**src/design/nalc_ram.sv**
```systemverilog
// Generic single-write, single-read RAM with a registered read port.
module nalc_ram #(
   parameter int WIDTH = 16,
   parameter int DEPTH = 256
) (
   input  logic                     clock,
   input  logic                     we,
   input  logic [$clog2(DEPTH)-1:0] waddr,
   input  logic [WIDTH-1:0]         wdata,
   input  logic [$clog2(DEPTH)-1:0] raddr,
   output logic [WIDTH-1:0]         rdata
);

   logic [WIDTH-1:0] mem_ff [DEPTH];
   logic [WIDTH-1:0] rdata_ff;

   always_ff @(posedge clock) begin
      if (we) begin
         mem_ff[waddr] <= wdata;
      end
      rdata_ff <= mem_ff[raddr];
   end

   assign rdata = rdata_ff;

endmodule

```
**config.mk**
```make
export PLATFORM = sky130hd
export DESIGN_NAME = nalc_ram
export DESIGN_NICKNAME = d
export VERILOG_FILES = /design/src/design/nalc_ram.sv
export SDC_FILE = /design/constraint.sdc
export NUM_CORES = 2
export LEC_CHECK = 0
export ABC_AREA = 0
export BUFFER_PORTS_ARGS = -buffer_cell sky130_fd_sc_hd__buf_2
export CORE_MARGIN = 2
export CORE_UTILIZATION = 53
export CTS_BUF_LIST = sky130_fd_sc_hd__clkbuf_8
export CTS_CLUSTER_DIAMETER = 30
export CTS_CLUSTER_SIZE = 24
export DETAILED_ROUTE_END_ITERATION = 10
export HOLD_SLACK_MARGIN = 0.05
export PLACE_DENSITY = 0.76
export RECOVER_POWER = 25
export SLEW_MARGIN = 20
export SYNTH_ARGS = -nofsm -noshare
export SYNTH_HDL_FRONTEND = slang
export SYNTH_SLANG_ARGS = --single-unit
```
**constraint.sdc**
```tcl
create_clock -name clock -period 3.1 [get_ports clock]
set_input_delay 0.62 -clock clock [delete_from_list [all_inputs] [get_ports clock]]
set_output_delay 0.62 -clock clock [all_outputs]
set_load 0.02 [all_outputs]
```
== Yosys cells after proc, flatten, opt, wreduce, memory -nomap -nowiden ==
Memory sizes are Yosys's and may differ from the RTL's. A register that Yosys moved wholly into a read port is not among the register bits.
Cells that the tools add are included.
Operators by class
  muxes and demuxes: 2
Operators with widths (number)
  $mux 1: 2
Storage, ports and cells
  bits in registers: 0
  memory bits (writable): 4096
  output and inout bits: 16
  logic and storage cells: 3
  memories kept: 1
Memory list
  mem_ff: depth 256, width 16, read ports 1, clocked after Yosys merged registers in 1, wr ports 1, line 14  | logic [WIDTH-1:0] mem_ff [DEPTH];

== Longest topological paths before layout ==
  depth in word-level cells: 2
  mapped depth: 12

== Worst setup path after synthesis ==
No wires, ideal clock.
  kind: input -> register
  start point: input waddr[3]
  end point: memory mem_ff[235][0], enable pin
  library setup time: 0.388 ns
  arrival time: 2.397 ns
  setup slack: 0.315 ns
  stages: 6
  path through: clkbuf_1 -> nor2b_1 -> clkbuf_1 -> nand4_1 -> clkbuf_1 -> nor2_1
RTL lines
  start, declared: line 8  | input logic [$clog2(DEPTH)-1:0] waddr,
  end, declared: line 14
No word-level cell before the write port.

== Worst setup path in the final report ==
  start point: input wdata[8]
  end point: memory mem_ff[224][8], data pin
RTL lines
  start, declared: line 9  | input logic [WIDTH-1:0] wdata,
No word-level cell before the write port.

==> impl_metrics.yaml <==
status:
  status: "finished, violations left"
  violations: "capacitance limit, slew limit"
timing:
  maxSlewHeadroom_pct: -114
  hold_viol: 0
  rsz0062_at_grt: "no"
  fin_ws_ns: 0.113
  drv_slew: 1231
  whs_ns: 0.339
  skew_ns: 0.0576
  tns_ns: 0
  finalCritPeriodShare_pct: 96.4
  worst_slew_pin_slew_ns: 3.21
  setup_viol: 0
  period_minus_slack_ns: 2.99
  clock.fmax_mhz: 335
logic_synthesis:
  synth_ff_type: "edfxtp_1"
  ys_warn_count: 0
  synth_area_um2: 159000
  ys_seq_elements: 4112
  synth-edff-count: 4096
  synth_nets: 7394
  syn_inst: 7360
  async_reset_ff_share_pct: 0
  postSynthAreaPerCell_um2: 21.6
  yosysUniqueCellTypes: 52
  synth_seq_area_share_pct: 77.7
cells_and_area:
  area_delta_synth_final_pct: 16.2
  finalNetCount: 8567
  final_util_pct: 62.0
  regArea_um2: 123000
  drive_above_1_share_pct: 32.4
  fillCellCount: 19400
  multi_input_area_um2: 32800
global_routing:
  grt_start_max_net_pins: 122
  grt_pass1_vias: 83900
  grt_pass1_wl_um: 594000
  antenna_found_initial: 30
  gr-total-overflow: 0
  gr-usage-all-layers_pct: 27.3
floorplanning:
  start_util_pct: 53.4
  die_x_um: 551
  die_area_um2: 304000
  dieHeight_um: 551
  rows: 200
  coreArea_um2: 297000
  io_pins: 50
clock_tree:
  insertion_delay_ns: 1.13
  clk_path_buf_depth: 4
  cts_buffers: 609
  h-tree-depth: 6
  cts_resized: 0
  clk_pin_slew_ns: 0.07
  cts_tree: "done"
  cts_root_buffer: "clkbuf_8"
  clkSinkCount: 4112
setup_path:
  cp_slowest_cell: "clkbuf_2"
  cp.arrival_ns: 3.72
  crit_family: "buffers and inverters"
  crit_type: "primary input to flop"
  rr_worst_depth: 6
  path_common_cell: "clkbuf_2"
  cp_slowest_stage_delay_ns: 1.74
  cp-start-kind: "primary input"
  cp-end-kind: "flop"
  crit_fanout: 93
  crit_chain: "clkbuf_2 > clkbuf_2"
  required_ns: 3.83
  worstSetupPathDepth: 2
  cp_num_buf_inv: 2
drt:
  via_count: 83800
  drtIter0Drc: 12500
  first_pass_iters: 7
  via_per_inst: 6.45
  drc: 0
  routed_wl_um: 417000
  wl_per_cell_um: 32.1
  antenna_left: 0
power_and_ir_drop:
  p_per_area_nw_per_um2: 635
  ir_worst_vdd_uv: 489
  leakage_nw: 60.2
  finalPower_w: 0.117
placed_design:
  place_ws_ns: -0.831
  place_congestion: 0.946
  portBuffers: 49
  hpwlAfterDp_um: 258000
job:
  cap_viol_max_count: 16
worst_hold_path:
  hold_path.class: "primary input to flop"
  whs_path_depth: 4
[path summary, 6_finish.rpt]
path | start | end | slack (ns)
worst max-delay path | wdata[8] | mem_ff[224][8] | 0.11
worst min-delay path | waddr[1] | mem_ff[163][9] | 0.34
worst max register to register | mem_ff[63][7] | rdata[7] | 0.15
worst min register to register | mem_ff[235][0] | rdata[0] | 1.03
[cells in the final DEF (no fill, tap or decap), types with 37 or more instances in the layout]
master      instances
bufinv_16          81
inv_1              42
o221ai_1          252
buf_4             786
mux2i_1           565
nand2_1            38
edfxtp_1         4096
clkinvlp_4         83
o21ai_0            37
nor3_1             90
buf_12            154
clkinv_2           71
a22oi_1            43
clkbuf_8          622
mux4_2            797
o22ai_1           148
nor2_1            298
clkinv_4           43
a21oi_1           175
inv_6              68
mux2_2             88
clkinv_1           61
[worst reg2reg max path: stages (launching register included)]
cell      delay (ns)
edfxtp_1        0.36
mux4_2          0.51
mux4_2          0.48
a22o_1          0.40
o32ai_1         0.73
buf_4           0.26
nor4_1          0.06
[where the power goes]
part           internal (W)  total (W)  switching [W]
Sequential           0.0613     0.0614       0.000122
Combinational       0.00241    0.00641        0.00399
Clock                0.0266     0.0493         0.0227
[per-layer routing]
metal,share of wire [%],up-vias,GRT usage [%]
met3,12,949,6.33
met2,48,5815,42.9
met4,5.0,16,12.6
met1,36,43200,36.8
li1,-,33800,-
met5,0.070,-,0
[cell type report]
class / count / area share, %
tap: 3939 / 2.67
clock buffer: 622 / 4.64
antenna: 12 / 0.0163
timing repair buffer: 1014 / 5.12
clock inverter: 490 / 2.88
inverter: 4 / 0.0149
sequential: 4112 / 66.9
multi-input combinational: 2792 / 17.8
[state kept, by name (all words and copies together), names as in the netlist]
register / flops
mem_ff: 4096
rdata: 16
[synth_stat cells (16+ instances only)]
library cell | number | area, µm²
nand4_1 | 26 | 163
o221ai_1 | 252 | 2210
edfxtp_1 | 4096 | 123000
o22ai_1 | 148 | 926
a22o_1 | 32 | 280
a21oi_1 | 175 | 876
nor3_1 | 92 | 460
nor4_1 | 17 | 106
o31ai_1 | 16 | 120
a22oi_1 | 43 | 323
clkbuf_1 | 230 | 863
dfxtp_1 | 16 | 320
nand2_1 | 38 | 143
buf_2 | 76 | 380
mux2_2 | 88 | 991
nand3_1 | 35 | 175
buf_6 | 77 | 867
o21ai_0 | 37 | 185
o32ai_1 | 20 | 175
mux2i_1 | 565 | 5660
a221oi_1 | 28 | 245
buf_1 | 27 | 101
mux4_2 | 797 | 17900
nor2_1 | 304 | 1140
a211oi_1 | 18 | 135
buf_4 | 26 | 195
[kinds of logic after synthesis]
group | synth area share, %
mux | 15.5
flops | 77.7
compound gates | 3.54
buf+inv | 1.69
simple gates | 1.57
[timing repair]
item	4_1_cts	5_1_grt
hold buffers	11	0
hold endpoints to repair	401	0
buffers inserted	0	0
[stage by stage]
stage | std cells | cell area (µm²)
global route | 13000 | 184000
finish | 13000 | 184000
CTS | 13000 | 185000
detailed placement | 11900 | 171000
global placement | 11800 | 171000
floorplan | 7360 | 159000
(Power assumes the default switching activity.)
