[config.mk]
export PLATFORM = sky130hd
export DESIGN_NAME = nalc_div
export DESIGN_NICKNAME = d
export VERILOG_FILES = /design/src/design/nalc_pkg.sv /design/src/design/nalc_div.sv
export SDC_FILE = /design/constraint.sdc
export NUM_CORES = 1
export LEC_CHECK = 0
export BUFFER_PORTS_ARGS = -buffer_cell sky130_fd_sc_hd__buf_2
export CAP_MARGIN = 30
export CORE_MARGIN = 4
export CORE_UTILIZATION = 51
export CTS_CLUSTER_DIAMETER = 100
export DETAILED_ROUTE_END_ITERATION = 8
export PLACE_DENSITY = 0.87
export SETUP_SLACK_MARGIN = 0.1
export SYNTH_ARGS = -nofsm -noshare
export SYNTH_HDL_FRONTEND = slang
export SYNTH_SLANG_ARGS = --single-unit
export TNS_END_PERCENT = 10
[constraint.sdc]
create_clock -name clock -period 3.23 [get_ports clock]
set_input_delay 0.4845 -clock clock [delete_from_list [all_inputs] [get_ports clock]]
set_output_delay 0.4845 -clock clock [all_outputs]
set_load 0.02 [all_outputs]
[src/design/nalc_pkg.sv]
// Shared types, constants and fixed-point helpers of the notch and NLMS line canceller.
package nalc_pkg;

   // History and weight store geometry; the history depth must be a power of two.
   localparam int TAPS       = 64;
   localparam int TAP_AW     = (TAPS > 1) ? $clog2(TAPS) : 1;
   localparam int HIST_DEPTH = 4096;
   localparam int HIST_AW    = $clog2(HIST_DEPTH);

   // Field and datapath widths.
   localparam int SAMPLE_W = 16;
   localparam int COEF_W   = 24;
   localparam int WEIGHT_W = 32;
   localparam int MUL_A_W  = 48;
   localparam int MUL_B_W  = 24;
   localparam int PROD_W   = 72;
   localparam int ACC_W    = 64;
   localparam int POW_W    = 37;
   localparam int DEN_W    = 37;
   localparam int QUO_W    = 48;
   localparam int KEPT_W   = 33;

   // Step size mu in Q.30 and the leak complement in Q.32.
   localparam int MU_Q30 = 107374;
   localparam int LEAK_C = 12885;

   // Rounding shifts of the fixed-point formats.
   localparam int NOTCH_FF_SHIFT = 7;
   localparam int NOTCH_SHIFT    = 22;
   localparam int PRED_SHIFT     = 30;
   localparam int NUM_SHIFT      = 15;
   localparam int LEAK_SHIFT     = 32;
   localparam int STEP_SHIFT     = 15;

   // Configuration register indexes.
   localparam logic [2:0] CSR_STAGE_ENABLES = 3'd0;
   localparam logic [2:0] CSR_NOTCH_B0      = 3'd1;
   localparam logic [2:0] CSR_NOTCH_B1      = 3'd2;
   localparam logic [2:0] CSR_NOTCH_B2      = 3'd3;
   localparam logic [2:0] CSR_NOTCH_A1      = 3'd4;
   localparam logic [2:0] CSR_NOTCH_A2      = 3'd5;
   localparam logic [2:0] CSR_PREDICT_DELAY = 3'd6;
   localparam logic [2:0] CSR_TAP_STRIDE    = 3'd7;

   typedef enum logic [2:0] {
      ST_CLEAR,
      ST_IDLE,
      ST_NOTCH,
      ST_PASS1,
      ST_ERR,
      ST_DIV,
      ST_PASS2,
      ST_FINISH
   } state_type;

   typedef struct packed {
      logic             start;
      logic [QUO_W-1:0] dividend;
      logic [DEN_W-1:0] divisor;
   } div_req_type;

   typedef struct packed {
      logic             done;
      logic [QUO_W-1:0] quotient;
   } div_stat_type;

   // Round half toward plus infinity while shifting right by s.
   function automatic logic signed [PROD_W-1:0] rnd_shift(input logic signed [PROD_W-1:0] v,
                                                          input int unsigned s);
      logic signed [PROD_W-1:0] half;
      half = '0;
      half[s-1] = 1'b1;
      return (v + half) >>> s;
   endfunction

   // Clamp to the two's complement range of the given width.
   function automatic logic signed [PROD_W-1:0] sat_to(input logic signed [PROD_W-1:0] v,
                                                       input int unsigned bits);
      logic signed [PROD_W-1:0] top;
      logic signed [PROD_W-1:0] hi;
      logic signed [PROD_W-1:0] lo;
      top = '0;
      top[bits-1] = 1'b1;
      hi = top - 1;
      lo = -top;
      return (v > hi) ? hi : ((v < lo) ? lo : v);
   endfunction

endpackage

[src/design/nalc_div.sv]
// Restoring divider, one quotient bit per cycle.
module nalc_div (
   input  logic                  clock,
   input  logic                  reset,
   input  nalc_pkg::div_req_type req,
   output nalc_pkg::div_stat_type stat
);

   localparam int CNT_W = $clog2(nalc_pkg::QUO_W);

   logic                         busy_ff, busy_in;
   logic                         done_ff, done_in;
   logic [CNT_W-1:0]             count_ff, count_in;
   logic [nalc_pkg::DEN_W-1:0]   rem_ff, rem_in;
   logic [nalc_pkg::QUO_W-1:0]   quo_ff, quo_in;
   logic [nalc_pkg::DEN_W-1:0]   divisor_ff, divisor_in;
   logic [nalc_pkg::DEN_W:0]     trial;
   logic                         fits;

   always_comb begin
      busy_in    = busy_ff;
      done_in    = 1'b0;
      count_in   = count_ff;
      rem_in     = rem_ff;
      quo_in     = quo_ff;
      divisor_in = divisor_ff;
      trial      = {rem_ff, quo_ff[nalc_pkg::QUO_W-1]};
      fits       = (trial >= {1'b0, divisor_ff});
      if (req.start) begin
         busy_in    = 1'b1;
         count_in   = '0;
         rem_in     = '0;
         quo_in     = req.dividend;
         divisor_in = req.divisor;
      end else if (busy_ff) begin
         rem_in   = fits ? nalc_pkg::DEN_W'(trial - {1'b0, divisor_ff})
                         : nalc_pkg::DEN_W'(trial);
         quo_in   = {quo_ff[nalc_pkg::QUO_W-2:0], fits};
         count_in = count_ff + 1'b1;
         if (count_ff == CNT_W'(nalc_pkg::QUO_W - 1)) begin
            busy_in = 1'b0;
            done_in = 1'b1;
         end
      end
   end

   always_ff @(posedge clock) begin
      if (reset) begin
         busy_ff <= 1'b0;
         done_ff <= 1'b0;
      end else begin
         busy_ff <= busy_in;
         done_ff <= done_in;
      end
      count_ff   <= count_in;
      rem_ff     <= rem_in;
      quo_ff     <= quo_in;
      divisor_ff <= divisor_in;
   end

   assign stat.done     = done_ff;
   assign stat.quotient = quo_ff;

endmodule

Word level (Yosys, flattened, before mapping)
Index checks and enable logic that the tools add are counted.
{ "classes": {"n_eq_ne": 1, "add_sub_neg": 2, "order_cmp": 1, "n_reduce_logical": 2, "n_bitwise": 1, "mux": 7} }
{ "ops": {"columns": ["cell", "count"], "rows": [
  ["2-to-1 mux 48 bit", 2],
  [">= comparator 38 x 37 -> 1 bit", 1],
  ["2-to-1 mux 37 bit", 1],
  ["subtractor 37 bit", 1],
  ["adder 6 x 1 -> 6 bit, second input constant", 1],
  ["equality test 6 bit, second input constant", 1],
  ["2-to-1 mux 1 bit", 4],
  ["OR reduction 3 bit", 1],
  ["nonzero test 2 bit", 1],
  ["inverter 1 bit", 1]
]} }
{ "word_totals": {"output_inout_bits": 49, "ff_bits": 130, "elab_cells": 20} }

Depth between registers and ports, before layout
{ "logic_depth": {"word_depth": 4, "mapped_depth": 15} }

Least setup slack after synthesis
OpenSTA, ideal clock, no wires.
{ "synth_path": {"path_type": "register -> register", "startpoint": "register quo_ff[47] (netlist bit)", "endpoint": "register quo_ff[0] (netlist bit), data pin", "required_time_ps": 2970, "setup_ps": 260, "path_slack_ps": -24, "synth_period_minus_slack_ps": 3254, "t_arrival_ps": 2994, "n_path_buf": 1, "path_stages_with_launch": 14, "path_cell_list": "edfxtp_1 > inv_1 > ha_1 > inv_1 > fa_1 > a21o_1 > a21oi_2 > nor3_4 > o311a_4 > o211a_1 > o21ai_2 > nand2_4 > buf_6 > mux2_2"} }
{ "synth_between": {"elab_chain_cells": 3} }
{ "synth_lines": {"columns": ["item", "line", "rtl"], "rows": [
  ["start: declaration", "nalc_div.sv:15", "logic [nalc_pkg::QUO_W-1:0] quo_ff, quo_in;"],
  ["start signal: assignment", "nalc_div.sv:57", "quo_ff <= quo_in;"],
  [">= comparator 38 x 37 -> 1 bit", "nalc_div.sv:28", "fits = (trial >= {1'b0, divisor_ff});"],
  ["2-to-1 mux 48 bit", "nalc_div.sv:35", "end else if (busy_ff) begin"],
  ["2-to-1 mux 48 bit", "nalc_div.sv:29", "if (req.start) begin"],
  ["via quo_in (one bit)", "nalc_div.sv:15", null]
]} }
The timed path passes the listed nets, and every way through them passes these cells. The select of a mux whose other input is x is not followed.
A chain may end at the register's enable or synchronous reset.

Final worst setup path
{ "layout_path": {"startpoint": "register quo_ff[47] (netlist bit)", "endpoint": "register rem_ff[22] (netlist bit)"} }
{ "layout_between": {"elab_chain_cells": 2, "word_cells_on_any_way": 3, "cone_classes": "1 x add/sub; 1 x order compare; 1 x mux"} }
{ "layout_lines": {"columns": ["item", "line", "rtl"], "rows": [
  ["subtractor 37 bit / >= comparator 38 x 37 -> 1 bit (equally long branches)", "nalc_div.sv:36, nalc_div.sv:28", null],
  ["2-to-1 mux 37 bit *", "nalc_div.sv:36", "rem_in = fits ? nalc_pkg::DEN_W'(trial - {1'b0, divisor_ff})"],
  ["end signal: assignment", "nalc_div.sv:56", "rem_ff <= rem_in;"],
  ["end: declaration", "nalc_div.sv:14", "logic [nalc_pkg::DEN_W-1:0] rem_ff, rem_in;"]
]} }
Every way passes the cells marked *; elsewhere a longest branch is shown, timed or not.

==> flow_summary_export.csv <==
group,metric,value,unit
run_status,status,"finished, final reports clean",
clock_network,cts_tree,"built",
drt,wl,17.95,mm
worst_setup_path,crit_arrival,3.40,ns
pwr,leakage,3.782,nW
worst_setup_path,crit_path_start_kind,"register",
pwr,power,0.005109,W
synth,synth_area_leader_cell,"edfxtp_1",
final_layout,layout.nets,989,
global_route,antenna_found_initial,2,
worst_setup_path,worstSetupPathType,"reg -> reg",
synth,synth_edf_count,85,
final_layout,regArea,3455,sq um
sta,setup_tns,0,ns
floorplanning,start_util,52.82,%
global_route,grt_usage,22.02,%
clock_network,numCtsBuffers,17,
final_layout,multiInputGateArea,3680,sq um
synth,synth-seq-area-share,46.56,%
global_route,overflow,0,
flow_run,drv_cap,0,
worst_setup_path,cp-end-kind,"register",
final_layout,finalInstanceArea,9012,sq um
global_route,grt_pass1_wl,28.93,mm
synth,ys_async_sr_fraction,0,%
synth,yosys_warnings,0,
floorplanning,die_area,16540,sq um
clock_network,clock_path_buffers,2,
floorplanning,ios,137,
worst_setup_path,cp_max_fo,8,
clock_network,cts_hold_buf,0,
drt,antenna_left,0,
sta,max_slew_margin,51.80,%
final_layout,diodes,0,
sta,fmax,0.3227,GHz
sta,final.period_utilization,95.94,%
sta,period_needed,3.099,ns
clock_network,clkSlewWorstSetupHoldPaths,0.06,ns
clock_network,clock_latency,0.43,ns
place,gp_congestion,0.9353,
pwr,ir_worst_vdd,0.0004221,V
global_route,grt_max_degree,50,
sta,fin_skew,0.007199,ns
synth,ys_top_cells_by_area,"edfxtp_1 34%, dfxtp_1 12%, mux2_2 7.3%",
synth,avgSynthCellArea,10.34,sq um
drt,drt-pass1-iter-count,6,
synth,ys_seq_elements,130,
final_layout,final_core_util,64.18,%
min_path,hp-class,"in -> reg",
floorplanning,num_rows,43,
global_route,grt_pass1_vias,5932,
worst_setup_path,crit_required,3.53,ns
synth,synth.distinct_cells,76,
drt,via_per_inst,5.755,
synth,synth_top_area_share,34.41,%
synth,synth_area,7417,sq um
clock_network,cts_sinks,130,
final_layout,drive_gt1_share,32.23,%
place,hpwlAfterDp,12.79,mm
synth,yosys_most_used_dff,"edfxtp_1",
final_layout,syn_to_final_growth,21.51,%
drt,drc,0,
drt,wl_per_cell,17.02,um
pwr,powerDensity,566.9,nW/um^2
drt,dr_total_vias,6072,
floorplanning,die_width,128.6,um
synth,netlist_instances,717,
sta,rsz0062_at_grt,"yes",
sta,finalSetupViolCount,0,
floorplanning,core,14040,sq um
clock_network,root_buffer,"clkbuf_16",
place,io_buffer_count,136,
clock_network,clock_tree.htree_level_count,4,
final_layout,fillers,1116,
floorplanning,die_y,128.6,um
sta,slew_viol_final,0,
drt,drt_iter0_markers,489,
synth,synth.net_count,844,
sta,tightest_slew,0.7230,ns
sta,timing_hold_violations_final,0,
place,place_area,8313,sq um
## path summary, 6_finish.rpt
path	cells past startpoint	start	endpoint	slack [ns]
worst max-delay path	14	quo_ff[47]	rem_ff[22]	0.13
worst min-delay path	2	reset	busy_ff	0.22
worst max register to register	14	quo_ff[47]	rem_ff[22]	0.13
worst min register to register	2	count_ff[5]	count_ff[5]	0.49
## flip-flops by register name, indices dropped and copies added (netlist names)
register	cells
count_ff	6
done_ff	1
quo_ff	48
divisor_ff	37
busy_ff	1
rem_ff	37
## cells in the final DEF (no fill, tap or decap), types with 3 or more instances in the layout
cell type,synthesis,final
a211oi_1,9,8
a21boi_0,3,3
a21o_1,10,10
a21oi_1,50,50
a311oi_1,16,16
a311oi_2,7,7
a31oi_1,6,6
a41oi_1,3,3
and2_1,3,3
buf_2,3,135
buf_4,2,21
clkbuf_16,0,17
clkinv_4,0,3
dfxtp_1,45,44
edfxtp_1,85,85
ha_1,38,37
inv_1,50,49
inv_6,0,6
mux2_2,48,48
mux2i_1,3,3
nand2_1,75,75
nand2_2,6,6
nand3_1,11,11
nand4_1,9,9
nor2_1,55,55
nor2b_1,7,7
nor3_1,6,6
nor4_1,3,3
o211ai_1,8,8
o21a_1,4,4
o21ai_0,30,30
o21bai_1,5,5
o22ai_1,4,4
or2_2,3,3
or3_1,5,5
xnor2_1,15,15
xor2_1,15,15
## through the flow
step | instances | setup slack [ns] | hold WS [ns]
global route | 1055 | -0.01574 | 0.2099
global placement | 1017 | 0.2199 | 0.4689
finish | 1055 | 0.1311 | 0.2245
floorplan | 717 | 0.1047 | 0.4578
CTS | 1049 | 0.1369 | 0.2101
detailed placement | 1017 | 0.1642 | 0.4782
## cell usage after synthesis (3+ instances only)
cell type and n:
nand2_1 75, buf_1 5, xor2_1 15, a41oi_1 3, o211ai_1 8, and2_1 3
a21boi_0 3, xnor2_1 15, nand3_1 11, edfxtp_1 85, mux2i_1 3, a21o_1 10
or3_1 5, nor2b_1 7, mux2_2 48, a311oi_1 16, a311oi_2 7, ha_1 38
or2_2 3, nand2_2 6, o21ai_0 30, clkbuf_1 18, a31oi_1 6, nor4_1 3
a21oi_1 50, nand4_1 9, o22ai_1 4, buf_2 3, dfxtp_1 45, o21bai_1 5
nor2_1 55, o21a_1 4, a211oi_1 9, buf_6 4, inv_1 50, nor3_1 6
a21oi_2 3
## worst max-delay path, stage by stage, from the launching register on
cell	delay [ns]
edfxtp_1	0.40
inv_1	0.08
ha_2	0.18
inv_2	0.04
fa_2	0.37
a21o_1	0.20
a21oi_4	0.21
nor3_4	0.08
o311a_4	0.34
o211a_4	0.27
o21ai_4	0.20
nand2_8	0.13
buf_4	0.21
o211ai_1	0.17
a21oi_1	0.08
## timing repair
action,CTS,global route
buffers inserted,0,6
gates resized for setup,0,16
setup endpoints to repair,0,35
hold endpoints to repair,0,0
## metal layers
metal  vias up  global-route usage [%]  part of all wire, %
met2       224                   35.49                   48
met5         -                       0                 0.19
li1       2929                       -                    -
met4         4                   8.400                  1.9
met1      2880                   27.52                   42
met3        35                   7.472                  8.4
## power by group
part           leakage (nW)  internal [W]  switching [W]
sequential             1.21       0.00194      0.0000956
clock                 0.285       0.00108       0.000780
combinational          2.28      0.000503       0.000709
total                  3.78       0.00352        0.00158
## logic make-up after synthesis
kind of cell | synth area share (%)
mux | 7.692
fa+ha+maj | 6.680
compound gates | 18.00
xor+xnor | 3.543
buf+inv | 4.976
simple gates | 12.55
flops | 46.56
## area by class of cell
class                   count  area share, %
clock buffers              17          4.720
clock inverters            15          1.610
flip-flops and latches    130          38.33
well taps                 180          2.499
inverters                  50          2.082
multi-input cells         503          40.83
repair buffers            160          9.926
(Power assumes the default switching activity.)
